--- src/design/sfsc_pkg.sv ---
package sfsc_pkg;

    // field widths
    localparam int TEMP_W  = 8;
    localparam int STATE_W = 3;
    localparam int PIN_W   = 3;
    localparam int WAIT_W  = 16;
    localparam int ADDR_W  = 5;
    localparam int DATA_W  = 32;
    localparam int IDX_W   = 3;

    // fan states
    localparam logic [STATE_W-1:0] MODE_STOPPED  = 3'd0;
    localparam logic [STATE_W-1:0] MODE_STOPPING = 3'd1;
    localparam logic [STATE_W-1:0] MODE_SPEED1   = 3'd2;
    localparam logic [STATE_W-1:0] MODE_SPEED2   = 3'd3;
    localparam logic [STATE_W-1:0] MODE_SPEED3   = 3'd4;
    localparam logic [STATE_W-1:0] MODE_SPEED4   = 3'd5;
    localparam logic [STATE_W-1:0] MODE_SPEED5   = 3'd6;

    // request kinds carried on the input user bit
    localparam logic OP_SAMPLE = 1'b0;
    localparam logic OP_TICK   = 1'b1;

    // register indexes
    localparam logic [IDX_W-1:0] REG_THRESHOLD_ONE   = 3'd0;
    localparam logic [IDX_W-1:0] REG_THRESHOLD_TWO   = 3'd1;
    localparam logic [IDX_W-1:0] REG_THRESHOLD_THREE = 3'd2;
    localparam logic [IDX_W-1:0] REG_THRESHOLD_FOUR  = 3'd3;
    localparam logic [IDX_W-1:0] REG_THRESHOLD_FIVE  = 3'd4;
    localparam logic [IDX_W-1:0] REG_RUN_DOWN        = 3'd5;

    // register reset values
    localparam logic [TEMP_W-1:0] RST_THRESHOLD_ONE   = 8'd55;
    localparam logic [TEMP_W-1:0] RST_THRESHOLD_TWO   = 8'd60;
    localparam logic [TEMP_W-1:0] RST_THRESHOLD_THREE = 8'd65;
    localparam logic [TEMP_W-1:0] RST_THRESHOLD_FOUR  = 8'd70;
    localparam logic [TEMP_W-1:0] RST_THRESHOLD_FIVE  = 8'd75;
    localparam logic [WAIT_W-1:0] RST_RUN_DOWN        = 16'd120;

    localparam logic [WAIT_W-1:0] WAIT_MAX = '1;

    typedef struct packed {
        logic [TEMP_W-1:0] threshold_one;
        logic [TEMP_W-1:0] threshold_two;
        logic [TEMP_W-1:0] threshold_three;
        logic [TEMP_W-1:0] threshold_four;
        logic [TEMP_W-1:0] threshold_five;
        logic [WAIT_W-1:0] run_down_seconds;
    } sfsc_cfg_t;

    // pin drive pattern for each fan state
    function automatic logic [PIN_W-1:0] pin_of(input logic [STATE_W-1:0] mode);
        logic [PIN_W-1:0] pins;
        case (mode)
            MODE_STOPPED:  pins = 3'd0;
            MODE_STOPPING: pins = 3'd1;
            MODE_SPEED1:   pins = 3'd1;
            MODE_SPEED2:   pins = 3'd2;
            MODE_SPEED3:   pins = 3'd5;
            MODE_SPEED4:   pins = 3'd3;
            MODE_SPEED5:   pins = 3'd7;
            default:       pins = 3'd0;
        endcase
        return pins;
    endfunction

endpackage

--- src/design/sfsc_regs.sv ---
module sfsc_regs (
    input  logic                         clk,
    input  logic                         rst_n,
    input  logic                         psel,
    input  logic                         penable,
    input  logic                         pwrite,
    input  logic [sfsc_pkg::ADDR_W-1:0] paddr,
    input  logic [sfsc_pkg::DATA_W-1:0] pwdata,
    output logic [sfsc_pkg::DATA_W-1:0] prdata,
    output logic                         pready,
    output sfsc_pkg::sfsc_cfg_t          cfg
);

    sfsc_pkg::sfsc_cfg_t cfg_reg;
    sfsc_pkg::sfsc_cfg_t cfg_next;
    logic [sfsc_pkg::IDX_W-1:0] idx;
    logic wr_en;

    assign pready = 1'b1;
    assign idx    = paddr[sfsc_pkg::ADDR_W-1:2];
    assign wr_en  = psel && penable && pwrite;
    assign cfg    = cfg_reg;

    // register write decode
    always_comb
    begin
        cfg_next = cfg_reg;
        if (wr_en)
        begin
            unique case (idx)
                sfsc_pkg::REG_THRESHOLD_ONE:
                    cfg_next.threshold_one = pwdata[sfsc_pkg::TEMP_W-1:0];
                sfsc_pkg::REG_THRESHOLD_TWO:
                    cfg_next.threshold_two = pwdata[sfsc_pkg::TEMP_W-1:0];
                sfsc_pkg::REG_THRESHOLD_THREE:
                    cfg_next.threshold_three = pwdata[sfsc_pkg::TEMP_W-1:0];
                sfsc_pkg::REG_THRESHOLD_FOUR:
                    cfg_next.threshold_four = pwdata[sfsc_pkg::TEMP_W-1:0];
                sfsc_pkg::REG_THRESHOLD_FIVE:
                    cfg_next.threshold_five = pwdata[sfsc_pkg::TEMP_W-1:0];
                sfsc_pkg::REG_RUN_DOWN:
                    cfg_next.run_down_seconds = pwdata[sfsc_pkg::WAIT_W-1:0];
                default:
                    cfg_next = cfg_reg;
            endcase
        end
    end

    always_ff @(posedge clk or negedge rst_n)
    begin
        if (!rst_n)
        begin
            cfg_reg.threshold_one    <= sfsc_pkg::RST_THRESHOLD_ONE;
            cfg_reg.threshold_two    <= sfsc_pkg::RST_THRESHOLD_TWO;
            cfg_reg.threshold_three  <= sfsc_pkg::RST_THRESHOLD_THREE;
            cfg_reg.threshold_four   <= sfsc_pkg::RST_THRESHOLD_FOUR;
            cfg_reg.threshold_five   <= sfsc_pkg::RST_THRESHOLD_FIVE;
            cfg_reg.run_down_seconds <= sfsc_pkg::RST_RUN_DOWN;
        end
        else
        begin
            cfg_reg <= cfg_next;
        end
    end

    // register read mux
    always_comb
    begin
        unique case (idx)
            sfsc_pkg::REG_THRESHOLD_ONE:
                prdata = {{(sfsc_pkg::DATA_W-sfsc_pkg::TEMP_W){1'b0}}, cfg_reg.threshold_one};
            sfsc_pkg::REG_THRESHOLD_TWO:
                prdata = {{(sfsc_pkg::DATA_W-sfsc_pkg::TEMP_W){1'b0}}, cfg_reg.threshold_two};
            sfsc_pkg::REG_THRESHOLD_THREE:
                prdata = {{(sfsc_pkg::DATA_W-sfsc_pkg::TEMP_W){1'b0}}, cfg_reg.threshold_three};
            sfsc_pkg::REG_THRESHOLD_FOUR:
                prdata = {{(sfsc_pkg::DATA_W-sfsc_pkg::TEMP_W){1'b0}}, cfg_reg.threshold_four};
            sfsc_pkg::REG_THRESHOLD_FIVE:
                prdata = {{(sfsc_pkg::DATA_W-sfsc_pkg::TEMP_W){1'b0}}, cfg_reg.threshold_five};
            sfsc_pkg::REG_RUN_DOWN:
                prdata = {{(sfsc_pkg::DATA_W-sfsc_pkg::WAIT_W){1'b0}},
                          cfg_reg.run_down_seconds};
            default:
                prdata = '0;
        endcase
    end

endmodule

--- src/design/sfsc_step.sv ---
module sfsc_step (
    input  logic                          opcode,
    input  logic [sfsc_pkg::TEMP_W-1:0]  temperature,
    input  logic [sfsc_pkg::STATE_W-1:0] mode,
    input  logic [sfsc_pkg::WAIT_W-1:0]  wait_count,
    input  sfsc_pkg::sfsc_cfg_t           cfg,
    output logic [sfsc_pkg::STATE_W-1:0] mode_next,
    output logic [sfsc_pkg::WAIT_W-1:0]  wait_next,
    output logic [sfsc_pkg::PIN_W-1:0]   pins
);

    logic ge1, ge2, ge3, ge4, ge5;

    // threshold compares
    assign ge1 = temperature >= cfg.threshold_one;
    assign ge2 = temperature >= cfg.threshold_two;
    assign ge3 = temperature >= cfg.threshold_three;
    assign ge4 = temperature >= cfg.threshold_four;
    assign ge5 = temperature >= cfg.threshold_five;

    // ordered range tests; ticks and an unfinished run-down keep the state
    always_comb
    begin
        mode_next = mode;
        wait_next = wait_count;
        if (opcode == sfsc_pkg::OP_TICK)
        begin
            if (wait_count != sfsc_pkg::WAIT_MAX)
                wait_next = wait_count + 1'b1;
        end
        else if (!ge1)
        begin
            if (mode > sfsc_pkg::MODE_STOPPING)
            begin
                mode_next = sfsc_pkg::MODE_STOPPING;
                wait_next = '0;
            end
            else if (mode == sfsc_pkg::MODE_STOPPING)
            begin
                if (wait_count >= cfg.run_down_seconds)
                    mode_next = sfsc_pkg::MODE_STOPPED;
            end
            else
            begin
                mode_next = sfsc_pkg::MODE_STOPPED;
            end
        end
        else if (!ge2)
            mode_next = sfsc_pkg::MODE_SPEED1;
        else if (!ge3)
            mode_next = sfsc_pkg::MODE_SPEED2;
        else if (!ge4)
            mode_next = sfsc_pkg::MODE_SPEED3;
        else if (!ge5)
            mode_next = sfsc_pkg::MODE_SPEED4;
        else
            mode_next = sfsc_pkg::MODE_SPEED5;
    end

    assign pins = sfsc_pkg::pin_of(mode_next);

endmodule

--- src/design/stepped_fan_speed_controller_core.sv ---
// stepped fan speed controller
//
// input stream: one request per beat. s_axis_tuser selects the kind
// (0 temperature sample, 1 one-second tick), s_axis_tdata carries the
// temperature in degrees, ignored for ticks.
// output stream: one result per request, m_axis_tdata holds the fan state
// (0 stopped, 1 stopping, 2..6 speed one to five) and the 3-bit pin pattern.
// apb port: six registers at byte offsets 0x00..0x14, thresholds one to five
// and the run-down time in ticks; write them only while the block is idle.
//
// a request sits in the input register, then the compare chain and state
// update fill the result register.
// throughput is one request per cycle while the receiver does not stall.
// reset stops the fan, clears the wait counter, loads default thresholds
// (55/60/65/70/75) and a run-down time of 120, and empties both registers.
// when the receiver stalls the result holds, the input register still takes
// one more request, and s_axis_tready drops until the result is taken.
module stepped_fan_speed_controller_core (
    input  logic                         clk,
    input  logic                         rst_n,
    // apb configuration
    input  logic                         psel,
    input  logic                         penable,
    input  logic                         pwrite,
    input  logic [sfsc_pkg::ADDR_W-1:0] paddr,
    input  logic [sfsc_pkg::DATA_W-1:0] pwdata,
    output logic [sfsc_pkg::DATA_W-1:0] prdata,
    output logic                         pready,
    // request stream
    input  logic                         s_axis_tvalid,
    output logic                         s_axis_tready,
    input  logic [7:0]                   s_axis_tdata,  // [7:0] temperature
    input  logic                         s_axis_tuser,  // [0] opcode
    // result stream
    output logic                         m_axis_tvalid,
    input  logic                         m_axis_tready,
    output logic [7:0]                   m_axis_tdata   // [2:0] fan_state, [5:3] pin_pattern
);

    sfsc_pkg::sfsc_cfg_t cfg;

    logic                          in_valid_reg, in_valid_next;
    logic                          in_opcode_reg;
    logic [sfsc_pkg::TEMP_W-1:0]  in_temp_reg;
    logic                          out_valid_reg, out_valid_next;
    logic [sfsc_pkg::STATE_W-1:0] out_state_reg;
    logic [sfsc_pkg::PIN_W-1:0]   out_pin_reg;
    logic [sfsc_pkg::STATE_W-1:0] mode_reg, mode_next;
    logic [sfsc_pkg::WAIT_W-1:0]  wait_reg, wait_next;
    logic [sfsc_pkg::PIN_W-1:0]   pins;
    logic                          advance;
    logic                          take;

    sfsc_regs u_regs (
        .clk     (clk),
        .rst_n   (rst_n),
        .psel    (psel),
        .penable (penable),
        .pwrite  (pwrite),
        .paddr   (paddr),
        .pwdata  (pwdata),
        .prdata  (prdata),
        .pready  (pready),
        .cfg     (cfg)
    );

    sfsc_step u_step (
        .opcode      (in_opcode_reg),
        .temperature (in_temp_reg),
        .mode        (mode_reg),
        .wait_count  (wait_reg),
        .cfg         (cfg),
        .mode_next   (mode_next),
        .wait_next   (wait_next),
        .pins        (pins)
    );

    // handshake control
    assign advance       = in_valid_reg && (!out_valid_reg || m_axis_tready);
    assign s_axis_tready = !in_valid_reg || advance;
    assign take          = s_axis_tvalid && s_axis_tready;

    always_comb
    begin
        in_valid_next = in_valid_reg;
        if (take)
            in_valid_next = 1'b1;
        else if (advance)
            in_valid_next = 1'b0;
    end

    always_comb
    begin
        out_valid_next = out_valid_reg;
        if (advance)
            out_valid_next = 1'b1;
        else if (m_axis_tready)
            out_valid_next = 1'b0;
    end

    // control and fan state
    always_ff @(posedge clk or negedge rst_n)
    begin
        if (!rst_n)
        begin
            in_valid_reg  <= 1'b0;
            out_valid_reg <= 1'b0;
            mode_reg      <= sfsc_pkg::MODE_STOPPED;
            wait_reg      <= '0;
        end
        else
        begin
            in_valid_reg  <= in_valid_next;
            out_valid_reg <= out_valid_next;
            if (advance)
            begin
                mode_reg <= mode_next;
                wait_reg <= wait_next;
            end
        end
    end

    // input payload
    always_ff @(posedge clk)
    begin
        if (take)
        begin
            in_opcode_reg <= s_axis_tuser;
            in_temp_reg   <= s_axis_tdata;
        end
    end

    // result payload
    always_ff @(posedge clk)
    begin
        if (advance)
        begin
            out_state_reg <= mode_next;
            out_pin_reg   <= pins;
        end
    end

    assign m_axis_tvalid = out_valid_reg;
    assign m_axis_tdata  = {2'b00, out_pin_reg, out_state_reg};

endmodule

--- config.mk ---
export PLATFORM = sky130hd
export DESIGN_NAME = stepped_fan_speed_controller_core
export DESIGN_NICKNAME = d
export VERILOG_FILES = /design/src/design/sfsc_pkg.sv /design/src/design/sfsc_regs.sv /design/src/design/sfsc_step.sv /design/src/design/stepped_fan_speed_controller_core.sv
export SDC_FILE = /design/constraint.sdc
export NUM_CORES = 1
export LEC_CHECK = 0
export BUFFER_PORTS_ARGS = -buffer_cell sky130_fd_sc_hd__buf_2
export CORE_ASPECT_RATIO = 1.75
export CORE_MARGIN = 4
export CORE_UTILIZATION = 27
export CTS_CLUSTER_SIZE = 10
export DETAILED_ROUTE_END_ITERATION = 8
export PLACE_DENSITY_LB_ADDON = 0.3
export SKIP_CTS_REPAIR_TIMING = 1
export SLEW_MARGIN = 15
export SYNTH_ARGS = -nofsm -noshare
export SYNTH_HDL_FRONTEND = slang
export SYNTH_HIERARCHICAL = 1
export SYNTH_SLANG_ARGS = --single-unit
--- constraint.sdc ---
create_clock -name clk -period 3.05 [get_ports clk]
set_input_delay 0.4575 -clock clk [delete_from_list [all_inputs] [get_ports clk]]
set_output_delay 0.4575 -clock clk [all_outputs]
set_load 0.03 [all_outputs]
Word-level counts from Yosys, hierarchy flattened
Index checks and enable logic that the tools add are counted.
Word-level totals
  flip-flop bits (word level): 92
  input port bits: 53
  output and inout port bits: 43
  word-level logic and storage cells: 76
Cells by class
  $add $sub $neg: 1
  $lt $le $gt $ge: 7
  equal/unequal tests: 15
  mux-type cells: 19
  reduce and logical (&&, ||, !) cells: 20
Operator list (count)
  16-bit one-hot mux with 6 select lines: 1
  16-bit two-way mux: 4
  8-bit greater-or-equal comparator: 5
  3-bit two-way mux: 8
  16-bit by 1-bit adder with 16-bit output (second input constant): 1
  16-bit greater-or-equal comparator: 1
  16-bit != test (second input constant): 1
  3-bit equality test (second input constant): 5
  3-bit one-hot mux with 5 select lines: 1
  3-bit by 2-bit equality test with 1-bit output (second input constant): 4
  2-bit AND reduction: 6
  3-bit by 1-bit equality test with 1-bit output (second input constant): 3
  2-bit nonzero test: 3
  1-bit logical AND: 4
  1-bit two-way mux: 4
  4-bit AND reduction: 1
  3-bit by 1-bit > comparator with 1-bit output (second input constant): 1
  3-bit zero test: 1
  1-bit zero test: 2
  1-bit logical OR: 2
  2-bit two-way mux: 1
  2-bit by 1-bit != test with 1-bit output (second input constant): 1
  2-bit != test (second input constant): 1
  2-bit OR reduction: 1

Logic depth before layout (Yosys ltp)
  depth after elaboration: 10
  depth in mapped cells: 11
  depth with buffers taken out: 10

Cells and area by module
Netlist, hierarchy kept.
Modules (own cells, without submodules)
  sfsc_regs: instances 1, cells each 214, area each 2839.0 um2, seq. area each 1428.9 um2
  sfsc_step: instances 1, cells each 278, area each 1941.9 um2, seq. area each 0.0 um2
  stepped_fan_speed_controller_core: instances 1, cells each 67, area each 1346.3 um2, seq. area each 975.9 um2

Worst setup path before layout
Ideal clock, no wire load.
  path kind: register to register
  start point: register u_regs.cfg_reg (netlist bit u_regs/cfg[50])
  end point: register wait_reg[11] (netlist name)
  setup time: 0.125 ns
  data arrival time: 2.488 ns
  required time: 2.925 ns
  path slack: 0.437 ns
  cell stages (with the launch flop): 12
  path buffers: 1
  period minus slack after synthesis: 2.613 ns
  cells stage by stage: dfstp_2 -> inv_1 -> ha_1 -> a21oi_1 -> o21ai_1 -> a211oi_2 -> o21ai_2 -> or2_1 -> clkbuf_1 -> o311ai_0 -> o41ai_1 -> mux2_4
Between the ends
  longest elaborated chain between the ends: 3
RTL lines
  start: declaration: RTL line sfsc_regs.sv:14  | sfsc_pkg::sfsc_cfg_t cfg_reg;
  start signal: assignment: RTL line sfsc_regs.sv:62  | cfg_reg <= cfg_next;
  8-bit greater-or-equal comparator: RTL line sfsc_step.sv:15  | assign ge1 = temperature >= cfg.threshold_one;
  2-bit != test (no line)
  4-bit AND reduction (no line)
  end signal: assignment: RTL line stepped_fan_speed_controller_core.sv:118  | wait_reg <= wait_next;
  end: declaration: RTL line stepped_fan_speed_controller_core.sv:49  | logic [sfsc_pkg::WAIT_W-1:0] wait_reg, wait_next;
Every way passes these cells.
A chain may end at the register's enable or synchronous reset.

Worst setup path after layout
  start point: register u_regs.cfg_reg (netlist bit u_regs/cfg[50])
  end point: register out_pin_reg[1] (netlist name), data pin
Between the ends
  longest elaborated chain between the ends: 6
  elaborated cells between the ends (all ways): 11
  classes of those cells: order compare: 1; eq/ne: 6; mux: 3; reduce/logical: 1
RTL lines
  8-bit greater-or-equal comparator (*): RTL line sfsc_step.sv:15
  3-bit two-way mux (*): RTL line sfsc_step.sv:31  | else if (!ge1)
  3-bit two-way mux (*): RTL line sfsc_step.sv:26  | if (opcode == sfsc_pkg::OP_TICK)
  via mode_next, one bit: RTL line stepped_fan_speed_controller_core.sv:48  | logic [sfsc_pkg::STATE_W-1:0] mode_reg, mode_next;
  3-bit by 1-bit equality test with 1-bit output or 3-bit by 2-bit equality test with 1-bit output (tied branches): RTL line sfsc_pkg.sv:55  | case (mode)
  2-bit OR reduction (no line)
  3-bit one-hot mux with 5 select lines (*): RTL line sfsc_pkg.sv:55
  via pins, one bit: RTL line stepped_fan_speed_controller_core.sv:50  | logic [sfsc_pkg::PIN_W-1:0] pins;
  end signal: assignment: RTL line stepped_fan_speed_controller_core.sv:139  | out_pin_reg <= pins;
  end: declaration: RTL line stepped_fan_speed_controller_core.sv:47  | logic [sfsc_pkg::PIN_W-1:0] out_pin_reg;
Mark *: on every way through the listed nets, which the timed path passes. The rest lies on a longest branch.

==> flow_metrics.py <==
metrics = {
    "clock_network": {
        "cts_buffer_depth": 2,
        "h-tree-depth": 3,
        "cts_buffers": 9,
        "clock-sinks": 92,
        "clk_pin_slew_ns": 0.07,
        "cts_root_buf": "clkbuf_16",
        "cts_tree": "yes",
        "insertion_delay_ns": 0.35,
    },
    "final_layout": {
        "final_area_um2": 7040,
        "fillers": 2297,
        "syn_to_final_growth_pct": 14.9,
        "antenna_cells": 0,
        "nets": 737,
        "largest_reg_flops": 56,
        "stdcell_count": 928,
        "drive_gt1_share_pct": 33.4,
    },
    "worst_setup_path": {
        "end_kind": "flip-flop",
        "reg2reg_from": "u_regs/cfg[50]",
        "worstSetupPathType": "reg -> reg",
        "crit_fanout": 11,
        "reg2reg_slack_ns": 0.35,
        "cp_data_arrival_time_ns": 2.77,
        "r2r_cells": 10,
        "crit_path_cell_trace": "inv_1, ha_1, a21oi_1, o21ai_1, a211oi_2, o21ai_2, or2_1, nand4_2, xnor2_1, a21oi_1",
        "r2r-end": "out_pin_reg[1]",
        "worstSetupStartpointType": "flip-flop",
        "critical_path.most_common_cell": "a21oi_1",
        "max_stage_delay_ns": 0.55,
        "slowest_stage": "dfstp_2",
        "cp.required_ns": 3.12,
    },
    "timing": {
        "finalCritPeriodShare_pct": 88.5,
        "max_slew.worst_pin.slew_ns": 1.04,
        "rsz0062_at_grt": "false",
        "hold_violations": 0,
        "skew_ns": 0.00415,
        "worst_slack_ns": 0.351,
        "tns_ns": 0,
        "min_period_ns": 2.70,
        "max-slew-margin-rel_pct": 30.9,
        "fmax_ghz": 0.371,
        "finalMaxSlewViolations": 0,
        "final-setup-viol-count": 0,
    },
    "routing": {
        "avgViaCountPerCell": 4.60,
        "wl_per_cell_um": 17.3,
        "ant_nets": 0,
        "first_pass_iters": 4,
        "drt_wl_total_um": 16100,
        "remaining_drc_errors": 0,
        "vias": 4273,
        "drtIter0Drc": 173,
    },
    "placement": {
        "port_buffers": 58,
        "pre_cts_slack_ns": 0.310,
        "place_inst": 912,
        "dpl.hpwl_um": 12700,
        "place_area_um2": 6740,
        "gp_congestion": 0.794,
    },
    "power": {
        "vdd_ir_drop_max_mv": 0.254,
        "p_leak_nw": 3.26,
        "power.density_nw_per_um2": 591,
    },
    "logic_synthesis": {
        "synth_xor_area_share_pct": 0.572,
        "synth_cells": 559,
        "syn_area_per_cell_um2": 11.0,
        "synth_top_area_share_pct": 22.5,
        "yosys_warnings": 6,
        "synth_compound_gate_area_share_pct": 9.54,
        "synthMuxAreaShare_pct": 19.4,
        "synth-edff-count": 15,
        "ys_ff_latch": 92,
        "async_flop_share_pct": 83.7,
        "synth_top_family_by_area": "multiplexers",
        "synth-simple-area-share_pct": 11.8,
        "synthAdderAreaFrac_pct": 11.6,
        "ys.flop_type": "dfrtp_1",
        "synth_top_cell_by_area": "dfrtp_1",
        "synth_area_um2": 6130,
        "yosys.cell_types.count": 65,
        "ys_top_cells_by_area": "dfrtp_1 22%, ha_1 12%, dfstp_2 9.4%",
        "seq_area_frac_synth_pct": 39.2,
    },
    "die": {
        "start_util_pct": 27.5,
        "die_x_um": 122,
        "die_area_um2": 25300,
        "core_um2": 22300,
        "fp.dieH_um": 207,
        "io_pins": 96,
        "fp-row-count": 72,
    },
    "global_routing": {
        "grt_pass1_vias": 4564,
        "grt_first_pass_wirelength_um": 25200,
        "antenna_found_initial": 2,
        "grt_overflow": 0,
        "grt_usage_pct": 13.2,
        "grt_max_degree": 78,
    },
    "min_path": {
        "hold_path_class": "in -> async",
    },
    "flow_run": {
        "maxCapViolations": 0,
    },
    "status": {
        "status": "complete, no violations",
    },
}
where the power goes:
| group | internal, mW | switching [mW] | leakage (nW) | total, mW |
|---|---|---|---|---|
| Sequential | 1.52 | 0.189 | 1.09 | 1.71 |
| Combinational | 0.573 | 0.703 | 2.02 | 1.28 |
| Clock | 0.662 | 0.508 | 0.150 | 1.17 |
layout by cell type, fill, tap and decap left out, drive strengths merged, types with 17 or more instances in the layout:
master,n
inv,62
conb,19
mux2,76
dfstp,22
nand2,31
o21ai,18
a21oi,27
nand3,17
buf,76
mux2i,23
dfrtp,55
ha,57
worst max-delay path by stage:
stage                   start             end  slack [ns]  depth (start not counted)
4_1_cts        in_temp_reg[0]  out_pin_reg[1]        0.29                         10
2_1_floorplan  u_regs/cfg[50]    wait_reg[11]        0.44                         11
3_3_place_gp   u_regs/cfg[50]  out_pin_reg[1]        0.33                         10
6_report       u_regs/cfg[50]  out_pin_reg[1]        0.35                         10
5_1_grt           wait_reg[8]  out_pin_reg[1]        0.04                         10
3_5_place_dp   in_temp_reg[0]  out_pin_reg[1]        0.31                         10
Yosys cell counts (all sizes together), types with 13 or more instances:
library cell	n
inv	60
mux2	76
dfrtp	55
nand2b	13
mux2i	23
edfxtp	15
ha	57
buf	30
nand2	31
o21ai	18
nand3	17
nor2	15
a21oi	27
dfstp	22
kinds of logic (layout without fill, tap and decap cells):
kind of cell             count (synthesis)  after routing
adder cells (fa/ha/maj)                 57             57
other                                    3             19
XOR/XNOR                                 4              4
buffers and inverters                   95            152
flip-flops                              92             92
AND/OR/NAND/NOR                        123            123
AO/OA/AOI/OAI                           86             86
multiplexers                            99             99
metrics by stage:
step                hold slack (ns)  utilization [%]  total power, mW
CTS                           0.265             31.6             4.23
finish                        0.256             31.6             4.16
floorplan                     0.162                -             2.62
global placement              0.505             30.3             3.00
detailed placement            0.505             30.3             3.04
global route                  0.268             31.6             4.44
layer usage:
| layer | global-route usage [%] | part of all wire, % |
|---|---|---|
| met5 | 0 | 0.13 |
| met1 | 12.2 | 34 |
| met4 | 7.85 | 5.2 |
| met3 | 2.10 | 3.4 |
| met2 | 26.1 | 58 |
worst max-delay path, delay by kind of cell, from the launching register on:
family                   cells  cell delay [ns]
AO/OA/AOI/OAI                5             0.72
XOR/XNOR                     1             0.14
adder cells (fa/ha/maj)      1             0.30
buffers and inverters        1             0.05
flip-flops                   1             0.55
AND/OR/NAND/NOR              2             0.67
final cells by class:
class                   count  area, um2  share of cell area (%)
clock buffers              11        243                    3.45
clock inverters             5       58.8                   0.835
inverters                  60        225                    3.20
multi-input cells         388       3310                    47.0
flip-flops and latches     92       2400                    34.2
well taps                 296        370                    5.26
repair buffers             76        428                    6.08
Power figures use the tool's default switching activity.
